[config.mk]
export PLATFORM = sky130hd
export DESIGN_NAME = prime_filter_stream
export DESIGN_NICKNAME = d
export VERILOG_FILES = /design/src/hw/rtl/pfs_pkg.sv /design/src/hw/rtl/prime_filter_stream.sv /design/src/hw/rtl/pfs_datapath.sv /design/src/hw/rtl/pfs_ctrl.sv
export SDC_FILE = /design/constraint.sdc
export NUM_CORES = 1
export LEC_CHECK = 0
export BUFFER_PORTS_ARGS = -buffer_cell sky130_fd_sc_hd__buf_2
export CORE_MARGIN = 2
export CORE_UTILIZATION = 50
export CTS_CLUSTER_SIZE = 12
export DETAILED_ROUTE_END_ITERATION = 8
export GPL_TIMING_DRIVEN = 0
export PLACE_DENSITY = 0.67
export SETUP_SLACK_MARGIN = 0.02
export SLEW_MARGIN = 40
export SYNTH_ARGS = -nofsm -noshare
export SYNTH_HDL_FRONTEND = slang
export SYNTH_SLANG_ARGS = --single-unit
[constraint.sdc]
create_clock -name clk -period 8.7 [get_ports clk]
set_input_delay 0.435 -clock clk [delete_from_list [all_inputs] [get_ports clk]]
set_output_delay 0.435 -clock clk [all_outputs]
set_load 0.01 [all_outputs]
[src/hw/rtl/pfs_pkg.sv]
`default_nettype none

package pfs_pkg;

  localparam int VALUE_BITS = 16;
  localparam int INSERT_BITS = 16;

  localparam int CFG_INDEX_BITS = 1;
  localparam logic [CFG_INDEX_BITS-1:0] REG_MODE = 1'b0;
  localparam logic [CFG_INDEX_BITS-1:0] REG_INSERT_VALUE = 1'b1;

  localparam int MODE_BITS = 2;
  localparam logic [MODE_BITS-1:0] MODE_ZERO = 2'd0;
  localparam logic [MODE_BITS-1:0] MODE_DELETE = 2'd1;
  localparam logic [MODE_BITS-1:0] MODE_INSERT = 2'd2;

  function automatic int div_count(input int vb);
    longint max_val;
    longint d;
    int c;
    max_val = (longint'(1) << (vb - 1)) - 1;
    c = 0;
    for (d = 3; d * d <= max_val; d = d + 2) begin
      c = c + 1;
    end
    return c;
  endfunction

  localparam int DIV_COUNT = div_count(VALUE_BITS);
  localparam int IDX_BITS = $clog2(DIV_COUNT);
  localparam int TAB_DEPTH = 1 << IDX_BITS;
  localparam int DIV_MAX = 2 * DIV_COUNT + 1;
  localparam int DIV_BITS = $clog2(DIV_MAX + 3);
  localparam int SQ_BITS = 2 * DIV_BITS;

  typedef logic [TAB_DEPTH-1:0][VALUE_BITS-1:0] inv_tab_t;

  function automatic inv_tab_t build_inv();
    inv_tab_t t;
    logic [63:0] x;
    logic [63:0] d;
    for (int i = 0; i < TAB_DEPTH; i++) begin
      d = 64'(2 * i + 3);
      x = d;
      for (int k = 0; k < 6; k++) begin
        x = x * (64'd2 - d * x);
      end
      t[i] = x[VALUE_BITS-1:0];
    end
    return t;
  endfunction

  localparam inv_tab_t INV_TAB = build_inv();

  typedef struct packed {
    logic [VALUE_BITS-1:0] element;
    logic                  array_end;
  } in_item_t;

  typedef struct packed {
    logic [VALUE_BITS-1:0] out_value;
    logic                  has_value;
    logic                  out_array_end;
    logic                  run_last;
  } result_t;

  typedef enum logic [2:0] {
    EMIT_PASS,
    EMIT_ZERO,
    EMIT_END_ONLY,
    EMIT_FIRST,
    EMIT_INSERT
  } emit_kind_t;

  typedef struct packed {
    logic       load;
    logic       step;
    logic       emit;
    emit_kind_t kind;
  } cmd_t;

  typedef struct packed {
    logic                 lt2;
    logic                 two;
    logic                 even;
    logic                 bound_ok;
    logic                 hit;
    logic                 pend;
    logic                 end_flag;
    logic [MODE_BITS-1:0] mode;
  } status_t;

endpackage

`default_nettype wire

[src/hw/rtl/prime_filter_stream.sv]
// Flow: values below 3, even values and 3, 5, 7 are decided without trying a divisor; else
// odd divisors are tried in turn until one divides or the square bound is passed (one per
// cycle, at most 90 for 16-bit values); a mode-2 prime shows its inserted value in the next
// cycle. A new item is not taken while busy; start is taken again in the cycle the last result
// is shown. The receiver cannot stall, one strobe each.
// Reset (rst, synchronous): control idles, mode and insert_value return to 0.
`default_nettype none

module prime_filter_stream (
  input  logic                                 clk,
  input  logic                                 rst,
  input  logic                                 start,
  output logic                                 busy,
  input  pfs_pkg::in_item_t                    item,
  output logic                                 result_valid,
  output pfs_pkg::result_t                     result,
  input  logic                                 cfg_valid,
  output logic                                 cfg_ready,
  input  logic [pfs_pkg::CFG_INDEX_BITS-1:0]   cfg_index,
  input  logic [pfs_pkg::INSERT_BITS-1:0]      cfg_data
);
  import pfs_pkg::*;

  cmd_t    cmd;
  status_t st;

  assign cfg_ready = 1'b1;

  pfs_ctrl u_ctrl (
    .clk   (clk),
    .rst   (rst),
    .start (start),
    .st    (st),
    .busy  (busy),
    .cmd   (cmd)
  );

  pfs_datapath u_datapath (
    .clk          (clk),
    .rst          (rst),
    .item         (item),
    .cfg_valid    (cfg_valid),
    .cfg_index    (cfg_index),
    .cfg_data     (cfg_data),
    .cmd          (cmd),
    .st           (st),
    .result_valid (result_valid),
    .result       (result)
  );

endmodule

`default_nettype wire

[src/hw/rtl/pfs_datapath.sv]
`default_nettype none

module pfs_datapath (
  input  logic                                 clk,
  input  logic                                 rst,
  input  pfs_pkg::in_item_t                    item,
  input  logic                                 cfg_valid,
  input  logic [pfs_pkg::CFG_INDEX_BITS-1:0]   cfg_index,
  input  logic [pfs_pkg::INSERT_BITS-1:0]      cfg_data,
  input  pfs_pkg::cmd_t                        cmd,
  output pfs_pkg::status_t                     st,
  output logic                                 result_valid,
  output pfs_pkg::result_t                     result
);
  import pfs_pkg::*;

  localparam int PROD_BITS = VALUE_BITS + DIV_BITS;
  localparam int CMP_BITS = VALUE_BITS + SQ_BITS;

  logic [MODE_BITS-1:0]          mode;
  logic signed [INSERT_BITS-1:0] insert_value;

  logic [VALUE_BITS-1:0] v;
  logic                  end_flag;
  logic [IDX_BITS-1:0]   idx;
  logic [DIV_BITS-1:0]   d;
  logic [DIV_BITS-1:0]   d_chk;
  logic [SQ_BITS-1:0]    sq;
  logic [VALUE_BITS-1:0] q;
  logic                  pend;

  logic [VALUE_BITS-1:0] q_next;
  logic [PROD_BITS-1:0]  prod;
  logic                  bound_ok;
  logic                  hit;
  result_t               result_next;

  always_ff @(posedge clk) begin
    if (rst) begin
      mode         <= MODE_ZERO;
      insert_value <= '0;
    end else if (cfg_valid) begin
      if (cfg_index == REG_MODE) begin
        mode <= cfg_data[MODE_BITS-1:0];
      end else begin
        insert_value <= cfg_data;
      end
    end
  end

  assign q_next   = v * INV_TAB[idx];
  assign prod     = PROD_BITS'(q) * PROD_BITS'(d_chk);
  assign hit      = pend && (prod == PROD_BITS'(v));
  assign bound_ok = CMP_BITS'(sq) <= CMP_BITS'(v);

  always_ff @(posedge clk) begin
    if (rst) begin
      pend <= 1'b0;
    end else if (cmd.load) begin
      pend <= 1'b0;
    end else if (cmd.step) begin
      pend <= bound_ok;
    end
  end

  always_ff @(posedge clk) begin
    if (cmd.load) begin
      v        <= item.element;
      end_flag <= item.array_end;
      idx      <= '0;
      d        <= DIV_BITS'(3);
      sq       <= SQ_BITS'(9);
    end else if (cmd.step && bound_ok) begin
      q     <= q_next;
      d_chk <= d;
      d     <= d + DIV_BITS'(2);
      sq    <= sq + SQ_BITS'({d, 2'b00}) + SQ_BITS'(4);
      idx   <= idx + IDX_BITS'(1);
    end
  end

  always_comb begin
    st.lt2      = v[VALUE_BITS-1] | (v < VALUE_BITS'(2));
    st.two      = (v == VALUE_BITS'(2));
    st.even     = ~v[0];
    st.bound_ok = bound_ok;
    st.hit      = hit;
    st.pend     = pend;
    st.end_flag = end_flag;
    st.mode     = mode;
  end

  always_comb begin
    result_next.out_value     = v;
    result_next.has_value     = 1'b1;
    result_next.out_array_end = end_flag;
    result_next.run_last      = 1'b1;
    unique case (cmd.kind)
      EMIT_PASS: begin
      end
      EMIT_ZERO: begin
        result_next.out_value = '0;
      end
      EMIT_END_ONLY: begin
        result_next.out_value     = '0;
        result_next.has_value     = 1'b0;
        result_next.out_array_end = 1'b1;
      end
      EMIT_FIRST: begin
        result_next.out_array_end = 1'b0;
        result_next.run_last      = 1'b0;
      end
      EMIT_INSERT: begin
        result_next.out_value = VALUE_BITS'(insert_value);
      end
      default: begin
      end
    endcase
  end

  always_ff @(posedge clk) begin
    if (rst) begin
      result_valid <= 1'b0;
    end else begin
      result_valid <= cmd.emit;
    end
  end

  always_ff @(posedge clk) begin
    if (cmd.emit) begin
      result <= result_next;
    end
  end

endmodule

`default_nettype wire

[src/hw/rtl/pfs_ctrl.sv]
`default_nettype none

module pfs_ctrl (
  input  logic             clk,
  input  logic             rst,
  input  logic             start,
  input  pfs_pkg::status_t st,
  output logic             busy,
  output pfs_pkg::cmd_t    cmd
);
  import pfs_pkg::*;

  typedef enum logic [2:0] {
    ST_IDLE = 3'b001,
    ST_TEST = 3'b010,
    ST_INS  = 3'b100
  } state_t;

  state_t state;
  state_t state_next;
  logic   pass_now;
  logic   prime_now;

  always_ff @(posedge clk) begin
    if (rst) begin
      state <= ST_IDLE;
    end else begin
      state <= state_next;
    end
  end

  assign busy = (state != ST_IDLE);

  always_comb begin
    pass_now  = st.lt2 || (st.even && !st.two) || (!st.two && st.hit);
    prime_now = st.two || (!st.hit && !st.bound_ok && !st.pend);
  end

  always_comb begin
    state_next = state;
    cmd.load   = 1'b0;
    cmd.step   = 1'b0;
    cmd.emit   = 1'b0;
    cmd.kind   = EMIT_PASS;
    unique case (state)
      ST_IDLE: begin
        if (start) begin
          cmd.load   = 1'b1;
          state_next = ST_TEST;
        end
      end
      ST_TEST: begin
        cmd.step = 1'b1;
        priority if (pass_now) begin
          cmd.emit   = 1'b1;
          cmd.kind   = EMIT_PASS;
          state_next = ST_IDLE;
        end else if (prime_now) begin
          state_next = ST_IDLE;
          unique case (st.mode)
            MODE_ZERO: begin
              cmd.emit = 1'b1;
              cmd.kind = EMIT_ZERO;
            end
            MODE_DELETE: begin
              cmd.emit = st.end_flag;
              cmd.kind = EMIT_END_ONLY;
            end
            MODE_INSERT: begin
              cmd.emit   = 1'b1;
              cmd.kind   = EMIT_FIRST;
              state_next = ST_INS;
            end
            default: begin
              cmd.emit = 1'b1;
              cmd.kind = EMIT_PASS;
            end
          endcase
        end else begin
        end
      end
      ST_INS: begin
        cmd.emit   = 1'b1;
        cmd.kind   = EMIT_INSERT;
        state_next = ST_IDLE;
      end
      default: begin
        state_next = ST_IDLE;
      end
    endcase
  end

endmodule

`default_nettype wire

### After elaboration in Yosys (flattened, before gate mapping)

Memories as Yosys holds them, arrays and structs flattened. A register that Yosys moved wholly into a read port is not among the register bits.
Index checks and enable logic that the tools add are counted.
Widths: inputs -> output; s select.

| operators by class | value |
|---|---|
| add/subtract/negate cells | 4 |
| multiply operators | 2 |
| divide/modulo/power cells | 0 |
| order comparisons | 3 |
| equality and inequality tests | 14 |
| shift operators | 0 |
| multiplexer cells | 19 |
| bitwise operators | 4 |
| reductions and logical operators | 20 |

Operator list:

| operator | count |
|---|---|
| $pmux 16 s2 | 1 |
| $eq 24x16->1 | 1 |
| $mul 16x8->24 | 1 |
| $add 16x10->16 | 1 |
| $add 16x3->16 const B | 1 |
| $eq 16x2->1 const B | 1 |
| $le 16x16->1 | 1 |
| $lt 16x2->1 const B | 1 |
| $mul 16x16->16 | 1 |
| $mux 16 | 1 |
| $mux 7 | 2 |
| $mux 3 | 4 |
| $pmux 4 s3 | 1 |
| $eq 3x2->1 const B | 3 |
| $add 8x2->8 const B | 1 |
| $lt 7x8->1 const B | 1 |
| $mux 4 | 2 |
| $pmux 4 s2 | 1 |
| $reduce_and 2->1 | 4 |
| $add 7x1->7 const B | 1 |
| $eq 3x1->1 const B | 2 |
| $eq 3x3->1 const B | 2 |
| $logic_and 1x1->1 | 6 |
| $ne 3x1->1 const B | 2 |
| 12 further kinds | 24 |

| word-level totals | value |
|---|---|
| register bits | 114 |
| latch bits | 0 |
| RAM bits | 0 |
| memory bits (read-only) | 2,048 |
| input port bits | 38 |
| output and inout port bits | 22 |
| word-level logic and storage cells | 83 |
| memories kept | 1 |

Memories:

| memory | words | width | rd ports | clocked after memory_dff | write ports | RTL line | source |
|---|---|---|---|---|---|---|---|
| (no name shown) | 128 | 16 | 1 | 1 | 0 | pfs_datapath.sv:51 | `assign q_next = v * INV_TAB[idx];` |

### Depth between registers and ports, before layout

Gate-level depths: netlist (run 1).

| logic depth | value |
|---|---|
| depth after elaboration | 13 |
| depth in mapped cells | 23 |
| mapped depth without buffers | 21 |

### Hierarchy

From an unflattened synthesis (run 1), not the netlist that was laid out.

| second synthesis, totals | value |
|---|---|
| cell total of the unflattened synthesis | 1,760 |
| area total of the unflattened synthesis | 15,314.7 um2 |

By module, submodules not included:

| module | instances | cells each | area each (um2) | seq. area each (um2) |
|---|---|---|---|---|
| pfs_datapath | 1 | 1,724 | 15,004.4 | 3,012.9 |
| pfs_ctrl | 1 | 34 | 299.0 | 60.1 |
| prime_filter_stream | 1 | 2 | 11.3 | 0.0 |

### Least setup slack after synthesis (run 1)

Ideal clock, no wire load.

| timing path | value |
|---|---|
| kind | flip-flop to flip-flop |
| from | reg u_datapath.d_chk[2] |
| to | reg u_datapath.result[0] (netlist name) |
| library setup time | 0.401 ns |
| arrival | 5.727 ns |
| required time | 8.299 ns |
| path slack | 2.571 ns |
| cell stages (with the launch flop) | 17 |
| path buffers | 1 |
| period minus slack after synthesis | 6.129 ns |
| path through | edfxtp_1 clkbuf_1 nand2_1 fa_1 fa_1 fa_1 fa_1 inv_1 ha_1 a21o_1 o41ai_2 o21ai_0 a311oi_1 xnor2_1 nor4_1 o2111ai_1 a21oi_1 |

RTL lines:

| element | RTL line | source |
|---|---|---|
| start: declaration | pfs_datapath.sv:27 | `logic [DIV_BITS-1:0] d_chk;` |
| start signal: assignment | pfs_datapath.sv:75 | `d_chk <= d;` |

==> out/metrics.csv, run 1 <==
metric,value,unit
critical path class,reg2reg,
TritonCTS buffer count,17,
slew margin rel.,44.96,%
core area,30430,um2
Placed Area,16250,um2
row cnt,64,
Worst EP arrival,7.27,ns
DP HPWL,37670,um
clock share of power,13.8,%
initial antenna violation count,1,
DRC Markers,0,
Mapped Nets,2112,
syn avg cell area,8.680,um2
Yosys warnings,0,
CTS Hold Bufs,0,
Worst setup SP type,register,
Resize count post-CTS,0,
Switching Share,47.22,%
WL/cell,21.54,um
GRT Residual Overflow,0,
Layout area overhead,9.453,%
first-pass GRT wire length,75220,um
endpoints failing setup,0,
power per cell area,312.9,nW/um2
outcome,"finished, final reports clean",
crit path capture type,register,
Layout Skew,0.01658,ns
"EDFF count, synth",59,
antenna-violating nets left,0,
combinational power share,71.2,%
Die Footprint,32180,um2
DR iter-0 viols,1514,
die width,179.4,um
Port Buffer Count,58,
crit share post-route,82.08,%
Commonest cells post-synth,"nand2_1 (280), inv_1 (223), fa_1 (165), ha_1 (137), a21oi_1 (107)",
peak supply drop,0.2865,mV
setup bufs post-CTS,0,
vias in the first global route,13457,
io pins,60,
Setup TNS,0,ns
Max Cap Viol,0,
register bit total from synthesis,124,
pin count of the biggest net entering global routing,24,
ys async rst share,0,%
top cell type's share of synthesized area,21.48,%
Max Transition Viols Final,0,
ys flop type,dfxtp_1,
cell-internal power,2.781,mW
H-tree Lvls,4,
insertion delay to the later sink of the worst-skew pair,0.43,ns
dominant cells by area after synthesis,"fa_1 (21%), edfxtp_1 (12%), ha_1 (11%), dfxtp_1 (8.5%), nand2_1 (6.8%)",
Final Critical Period,7.141,ns
NetSw,2.487,mW
share of layout cells above drive strength 1,8.740,%
GPL Wtd Cong,1.010,
Detailed Routing Iterations Pass 1,7,
via count,13556,
top-count cell post-synth,nand2_1,
Initial Util,50.55,%
post-synth top area cell,fa_1,
fillcell total,2781,
max frequency,140.0,MHz
Ant. Diodes,0,
Die Height,179.4,um
Critical Path RT,8.83,ns
Unique masters post-synth,85,
"Reg clk slew, reported paths",0.06,ns
RSZ-0062 raised after global routing,no,
Hold Crit Class,in2reg,
Tot GR Track Use,30.94,%
worst-path maximum fanout,10,
Syn Std Cell Area,15380,um2
Leak,7.427,nW
# nets final,2192,
Via density,5.996,
# clock sinks,124,
clk root buf,clkbuf_16,
"Seq/Total Area, Yosys",19.98,%
Seq pwr share,15.0,%
CTS tree,done,
Final Hold Viols,0,
total wire length,48700,um
Tot Pwr,5.268,mW
CTS max path bufs,2,
post-route cell area,16830,um2
measured slew at the worst slew-check pin,0.8256,ns
Cells after Synth,1772,
-- layout make-up --
class	instances	area (um2)	share of cell area, %
inverters	230	868.3	5.158
clock buffers	19	442.9	2.631
repair buffers	61	356.6	2.118
well taps	396	495.5	2.943
clock inverters	13	141.4	0.8398
flip-flops and latches	124	3073	18.25
multi-input cells	1313	10940	64.96
plain buffers	105	521.8	3.099
-- worst max-delay path, stage by stage, from the launching register on --
cell	delay (ns)
edfxtp_1	0.62
clkbuf_1	0.45
nand2_1	0.15
fa_1	0.53
fa_1	0.57
fa_1	0.44
fa_1	0.49
inv_1	0.04
ha_1	0.36
a21o_1	0.25
a21o_1	0.18
a21o_1	0.20
a22o_1	0.23
a2111oi_0	0.56
nand4b_1	0.23
nor4_1	0.38
o2111ai_1	0.45
a21oi_4	0.49
buf_6	0.22
-- power by group through the flow --
stage / Clock [mW] / Sequential [mW] / Combinational [mW]
2_1_floorplan: 0 / 0.781 / 2.85
3_3_place_gp: 0 / 0.802 / 3.62
3_5_place_dp: 0 / 0.802 / 3.70
4_1_cts: 0.736 / 0.790 / 3.72
5_1_grt: 0.760 / 0.794 / 4.19
6_report: 0.729 / 0.790 / 3.75
-- final timing paths --
check                                                                 to  slack, ns  cells past startpoint                                     start
worst max register to register            u_datapath.result[3]$_DFFE_PP_       1.56                     18             u_datapath.d_chk[2]$_DFFE_PP_
worst min-delay path                           u_datapath.v[4]$_DFFE_PP_       0.19                      1                                   item[5]
worst min register to register  u_datapath.insert_value[12]$_SDFFE_PP0P_       0.45                      2  u_datapath.insert_value[12]$_SDFFE_PP0P_
worst max-delay path                      u_datapath.result[3]$_DFFE_PP_       1.56                     18             u_datapath.d_chk[2]$_DFFE_PP_
-- logic make-up after synthesis --
| family | count (synthesis) | synth area share [%] |
|---|---|---|
| other cells | 1 | 0.02438 |
| mux | 8 | 0.6996 |
| simple gates | 562 | 17.21 |
| flops | 124 | 19.98 |
| buf+inv | 335 | 9.021 |
| compound gates | 348 | 15.20 |
| fa+ha+maj | 302 | 32.62 |
| xor+xnor | 92 | 5.239 |
-- cells in the final DEF (no fill, tap or decap), drive strengths merged, types with 24 or more instances in the layout --
| cell type | count |
|---|---|
| a211oi | 24 |
| a21oi | 107 |
| and2 | 91 |
| buf | 100 |
| clkbuf | 85 |
| dfxtp | 65 |
| edfxtp | 59 |
| fa | 165 |
| ha | 137 |
| inv | 233 |
| nand2 | 280 |
| nand3 | 33 |
| nor2 | 69 |
| nor3 | 26 |
| o21ai | 64 |
| xnor2 | 65 |
| xor2 | 27 |
-- metrics by stage --
step / utilization [%] / hold slack (ns) / setup slack (ns) / std cells
5_1_grt: 55.32 / 0.1723 / 1.247 / 2261
4_1_cts: 55.32 / 0.1777 / 1.534 / 2261
6_report: 55.32 / 0.1856 / 1.559 / 2261
3_3_place_gp: 53.13 / 0.4436 / 0.7885 / 2226
3_5_place_dp: 53.40 / 0.4468 / 1.559 / 2229
2_1_floorplan: - / 0.4366 / 2.571 / 1772
-- metal layers --
layer / up-vias / routed length, um / track usage, % / part of all wire, %
li1: 6057 / - / - / -
met1: 6624 / 19510 / 39.16 / 40
met2: 699 / 22260 / 49.62 / 46
met3: 174 / 4502 / 8.165 / 9.2
met4: 2 / 2417 / 14.11 / 5.0
met5: - / 10 / 0 / 0.021
Note: power is estimated with default switching activity, not from simulation.
==> inputs of run 2 (changes only) <==
--- a/config.mk
+++ b/config.mk
@@ -11,7 +11,7 @@
 export CTS_CLUSTER_SIZE = 12
 export DETAILED_ROUTE_END_ITERATION = 8
 export GPL_TIMING_DRIVEN = 0
-export PLACE_DENSITY = 0.67
+export PLACE_DENSITY = 0.69
 export SETUP_SLACK_MARGIN = 0.02
 export SLEW_MARGIN = 40
 export SYNTH_ARGS = -nofsm -noshare
==> constraint.sdc (replaced) <==
create_clock -name clk -period 5.95 [get_ports clk]
set_input_delay 0.2975 -clock clk [delete_from_list [all_inputs] [get_ports clk]]
set_output_delay 0.2975 -clock clk [all_outputs]
set_load 0.01 [all_outputs]
==> out/metrics.csv, run 2 (same netlist as run 1, synthesis figures left out) <==
metric,value,unit,change
worst-path maximum fanout,10,,unchanged
# clock sinks,124,,unchanged
worst hold path depth,1,,unchanged
Worst setup SP type,register,,unchanged
Tot GR Track Use,31.51,%,was 30.94%
pin count of the biggest net entering global routing,22,,was 24
CTS Hold Bufs,0,,unchanged
GRT Residual Overflow,0,,unchanged
insertion delay to the later sink of the worst-skew pair,0.43,ns,about the same
Final Hold Viols,0,,unchanged
Setup crit start,u_datapath.d_chk[2]$_DFFE_PP_,,unchanged
DR iter-0 viols,1449,,was 1514
most frequent cells in the layout,"nand2_1 (279), inv_1 (223), fa_1 (165)",,"was nand2_1 (280), inv_1 (223), fa_1 (165)"
first-pass GRT wire length,76640,um,was 75220 um
max frequency,173.3,MHz,was 140.0 MHz
DP HPWL,37500,um,was 37670 um
vias in the first global route,13933,,was 13457
core area,30430,um2,unchanged
worst hold slack,0.04464,ns,was 0.1856 ns
slew margin rel.,36.58,%,was 44.96%
critical path class,reg2reg,,unchanged
io pins,60,,unchanged
via count,13713,,was 13556
Placed Area,16240,um2,was 16250 um2
Die Footprint,32180,um2,unchanged
TritonCTS buffer count,17,,unchanged
Worst EP arrival,5.91,ns,was 7.27 ns
Detailed Routing Iterations Pass 1,6,,was 7
Post-Place Cells,2228,,was 2229
total wire length,49860,um,was 48700 um
Critical Path RT,6.09,ns,was 8.83 ns
Reg2Reg Depth,20,,was 18
Max Transition Viols Final,0,,unchanged
met2 Track Usage GR,52.76,%,was 49.62%
crit share post-route,96.95,%,was 82.08%
fillcell total,2735,,was 2781
"most common cell after layout, fill and taps aside",nand2_1,,unchanged
share of layout cells above drive strength 1,12.83,%,was 8.740%
reg-to-reg endpoint,u_datapath.result[3]$_DFFE_PP_,,unchanged
Via density,6.030,,was 5.996
CP endpoint,u_datapath.result[3]$_DFFE_PP_,,unchanged
antenna-violating nets left,0,,unchanged
DRC Markers,0,,unchanged
Layout Skew,0.01590,ns,was 0.01658 ns
reg-to-reg setup timing slack,0.18,ns,was 1.56 ns
CTS max path bufs,2,,unchanged
GPL Wtd Cong,1.039,,was 1.010
H-tree Lvls,4,,unchanged
crit path capture type,register,,unchanged
row cnt,64,,unchanged
WL/cell,21.93,um,was 21.54 um
met1 Track Usage GR,39.43,%,was 39.16%
power per cell area,462.2,nW/um2,was 312.9 nW/um2
clk root buf,clkbuf_16,,unchanged
Final Critical Period,5.769,ns,was 7.141 ns
Tot Pwr,8.009,mW,was 5.268 mW
Ant. Diodes,0,,unchanged
Leak,7.643,nW,was 7.427 nW
"Reg clk slew, reported paths",0.07,ns,was 0.06 ns
Port Buffer Count,58,,unchanged
Hold Crit Class,in2reg,,unchanged
Initial Util,50.55,%,unchanged
"non-filler cells, final",2274,,was 2261
initial antenna violation count,1,,unchanged
peak supply drop,0.4472,mV,was 0.2865 mV
layer with the highest usage,met2,,unchanged
Die Height,179.4,um,unchanged
Max Cap Viol,0,,unchanged
die width,179.4,um,unchanged
outcome,"finished, final reports clean",,unchanged
measured slew at the worst slew-check pin,0.9248,ns,was 0.8256 ns
Layout area overhead,12.67,%,was 9.453%
post-route cell area,17330,um2,was 16830 um2
endpoints failing setup,0,,unchanged
worst flop-to-flop path startpoint,u_datapath.d_chk[2]$_DFFE_PP_,,unchanged
CTS tree,done,,unchanged
# nets final,2205,,was 2192
met3 Use GR,6.477,%,was 8.165%
-- run 2: worst min path at each step --
stage,start,endpoint
floorplan,rst,u_ctrl.state[2]$_SDFFE_PP0P_
global placement,u_datapath.insert_value[2]$_SDFFE_PP0P_,u_datapath.insert_value[2]$_SDFFE_PP0P_
detailed placement,u_datapath.insert_value[7]$_SDFFE_PP0P_,u_datapath.insert_value[7]$_SDFFE_PP0P_
CTS,item[0],u_datapath.end_flag$_DFFE_PP_
global route,item[7],u_datapath.v[6]$_DFFE_PP_
finish,item[0],u_datapath.end_flag$_DFFE_PP_
-- run 2: metrics by stage --
step	setup TNS, ns	utilization, %	worst slack [ns]
finish	0	56.95	0.1812
floorplan	0	-	0.1683
global placement	-27.24	53.14	-1.358
CTS	0	55.55	0.02989
global route	-0.001620	56.95	-0.0008087
detailed placement	-22.71	53.36	-1.113
-- run 2: power by group --
part / leakage (nW) / internal [mW] / total (mW) / switching, mW
clock network: 0.265 / 0.541 / 0.977 / 0.436
logic: 6.31 / 2.61 / 5.86 / 3.25
registers: 1.07 / 1.10 / 1.17 / 0.0754
total: 7.64 / 4.25 / 8.01 / 3.76
-- run 2: area by class of cell --
type	count	area (um2)	area share, %
multi-input cells	1313	11170	64.46
flip-flops and latches	124	3073	17.73
inverters	230	868.3	5.011
repair buffers	92	658.1	3.798
plain buffers	87	524.3	3.025
well taps	396	495.5	2.859
clock buffers	18	429.2	2.477
clock inverters	14	111.4	0.6426
-- run 2: what timing repair did --
item                       4_1_cts  5_1_grt
setup buffers                   10       19
pin swaps                        2       29
resized for setup               21       91
setup endpoints to repair       25       26
gates cloned                     0        3
-- run 2: critical path, cell delays in order (launching register included) --
cell and delay (ns):
edfxtp_1 0.39, buf_4 0.17, buf_6 0.15, nand2_1 0.08
fa_1 0.53, fa_1 0.57, fa_1 0.43, fa_1 0.49
inv_1 0.07, ha_4 0.24, a21o_1 0.20, a21o_1 0.19
a21o_1 0.20, a22o_1 0.26, a2111oi_4 0.21, nand4b_1 0.22
nor4_4 0.31, o2111ai_2 0.17, buf_6 0.17, a21oi_4 0.22
clkbuf_16 0.21
-- run 2: routing by layer --
metal / vias up / wire (um)
li1: 6105 / -
met2: 658 / 23820
met5: - / 0
met3: 150 / 4301
met1: 6800 / 19580
met4: 0 / 2153
==> inputs of run 3 (changes only) <==
--- a/config.mk
+++ b/config.mk
@@ -11,7 +11,7 @@
 export CTS_CLUSTER_SIZE = 12
 export DETAILED_ROUTE_END_ITERATION = 8
 export GPL_TIMING_DRIVEN = 0
-export PLACE_DENSITY = 0.69
+export PLACE_DENSITY = 0.67
 export SETUP_SLACK_MARGIN = 0.02
 export SLEW_MARGIN = 40
 export SYNTH_ARGS = -nofsm -noshare
==> constraint.sdc (replaced) <==
create_clock -name clk -period 5.9 [get_ports clk]
set_input_delay 0.295 -clock clk [delete_from_list [all_inputs] [get_ports clk]]
set_output_delay 0.295 -clock clk [all_outputs]
set_load 0.01 [all_outputs]
==> out/metrics.csv, run 3 (same netlist as run 1, synthesis figures left out) <==
metric,value,unit,change
outcome,"finished, final reports clean",,unchanged
"most common cell after layout, fill and taps aside",nand2_1,,unchanged
core area,30430,um2,unchanged
CTS tree,done,,unchanged
DRC Markers,0,,unchanged
CTS Hold Bufs,0,,unchanged
Final Critical Period,5.695,ns,was 5.769 ns
# nets final,2194,,was 2205
Final Hold Viols,0,,unchanged
via count,13415,,was 13713
Post-Place Cells,2228,,unchanged
Detailed Routing Iterations Pass 1,5,,was 6
Die Footprint,32180,um2,unchanged
"Reg clk slew, reported paths",0.06,ns,was 0.07 ns
Post-Route Utilization,56.32,%,was 56.95%
clk root buf,clkbuf_16,,unchanged
critical path class,reg2reg,,unchanged
total wire length,47070,um,was 49860 um
Critical Path RT,6.05,ns,was 6.09 ns
Hold Crit Class,in2reg,,unchanged
Layout Skew,0.01636,ns,was 0.01590 ns
TritonCTS buffer count,17,,unchanged
insertion delay to the later sink of the worst-skew pair,0.43,ns,about the same
Worst setup SP type,register,,unchanged
peak supply drop,0.4869,mV,was 0.4472 mV
initial antenna violation count,0,,was 1
antenna-violating nets left,0,,unchanged
H-tree Lvls,4,,unchanged
GRT Residual Overflow,0,,unchanged
"non-filler cells, final",2262,,was 2274
Max Cap Viol,0,,unchanged
crit path capture type,register,,unchanged
crit share post-route,96.53,%,was 96.95%
endpoints failing setup,0,,unchanged
Initial Util,50.55,%,unchanged
Setup TNS,0,ns,unchanged
post-route cell area,17140,um2,was 17330 um2
Layout area overhead,11.43,%,was 12.67%
Via density,5.931,,was 6.030
power per cell area,468.7,nW/um2,was 462.2 nW/um2
DP HPWL,36090,um,was 37500 um
row cnt,64,,unchanged
worst hold slack,0.03539,ns,was 0.04464 ns
first-pass GRT wire length,73480,um,was 76640 um
Worst EP arrival,5.85,ns,was 5.91 ns
DR iter-0 viols,1275,,was 1449
Tot GR Track Use,30.07,%,was 31.51%
Die Height,179.4,um,unchanged
WL/cell,20.81,um,was 21.93 um
Port Buffer Count,58,,unchanged
Leak,7.569,nW,was 7.643 nW
io pins,60,,unchanged
pin count of the biggest net entering global routing,24,,was 22
die width,179.4,um,unchanged
worst-path maximum fanout,9,,was 10
share of layout cells above drive strength 1,11.52,%,was 12.83%
max frequency,175.6,MHz,was 173.3 MHz
Max Transition Viols Final,0,,unchanged
CTS max path bufs,2,,unchanged
vias in the first global route,13447,,was 13933
most frequent cells in the layout,"nand2_1 (280), inv_1 (223), fa_1 (165)",,"was nand2_1 (279), inv_1 (223), fa_1 (165)"
RSZ-0062 raised after global routing,no,,
# clock sinks,124,,unchanged
GPL Wtd Cong,1.040,,was 1.039
Placed Area,16240,um2,unchanged
measured slew at the worst slew-check pin,0.8460,ns,was 0.9248 ns
slew margin rel.,41.99,%,was 36.58%
Ant. Diodes,0,,unchanged
==> run 3: path summary, 6_finish.rpt <==
check                                          startpoint                                       to  slack (ns)  cells past startpoint
setup / recovery               u_datapath.v[10]$_DFFE_PP_               u_datapath.q[15]$_DFFE_PP_        0.20                     17
hold / removal                                    item[0]            u_datapath.end_flag$_DFFE_PP_        0.04                      1
setup reg to reg               u_datapath.v[10]$_DFFE_PP_               u_datapath.q[15]$_DFFE_PP_        0.20                     17
hold reg to reg   u_datapath.insert_value[0]$_SDFFE_PP0P_  u_datapath.insert_value[0]$_SDFFE_PP0P_        0.46                      2
==> run 3: critical path, cell delays in order (launching register included) <==
cell,delay [ns]
edfxtp_1,0.36
clkbuf_1,0.38
and2_1,0.30
fa_1,0.53
inv_1,0.05
fa_1,0.52
fa_1,0.51
inv_1,0.05
fa_1,0.52
fa_1,0.50
inv_1,0.06
fa_1,0.48
inv_1,0.04
ha_1,0.31
nor2b_1,0.15
o21a_1,0.19
o41a_1,0.32
xnor2_1,0.15
==> run 3: timing repair <==
item / 4_1_cts / 5_1_grt
gates cloned: 0 / 0
endpoints found under the hold margin: 0 / 0
endpoints found under the setup margin: 27 / 24
gates resized for setup: 26 / 44
pin swaps: 7 / 10
setup buffers: 11 / 12
==> run 3: final cells by class <==
| cell class | count | area [um2] |
|---|---|---|
| clock buffer | 19 | 464.2 |
| timing repair buffer | 83 | 530.5 |
| sequential | 124 | 3073 |
| inverter | 230 | 868.3 |
| tap | 396 | 495.5 |
| clock inverter | 12 | 133.9 |
| buffer | 85 | 500.5 |
| multi-input combinational | 1313 | 11070 |
| fill | 2735 | 13290 |
==> run 3: through the flow <==
stage	setup slack [ns]	total power, mW
final	0.2045	8.034
after global placement	-1.414	6.455
after floorplan	0.1183	5.350
after global routing	0.02277	8.790
after CTS	0.02589	7.769
after detailed placement	-1.101	6.518
==> run 3: power by group <==
part | internal, mW | total, mW | switching, mW
Combinational | 2.53 | 5.77 | 3.25
Clock | 0.657 | 1.07 | 0.415
Sequential | 1.11 | 1.19 | 0.0799
Total | 4.29 | 8.03 | 3.74
==> run 3: layer usage <==
layer,vias to the layer above,part of all wire (%),GRT usage (%)
li1,6064,-,-
met3,183,8.4,5.738
met2,643,46,48.13
met4,0,4.9,14.11
met5,-,0,0
met1,6525,41,39.40
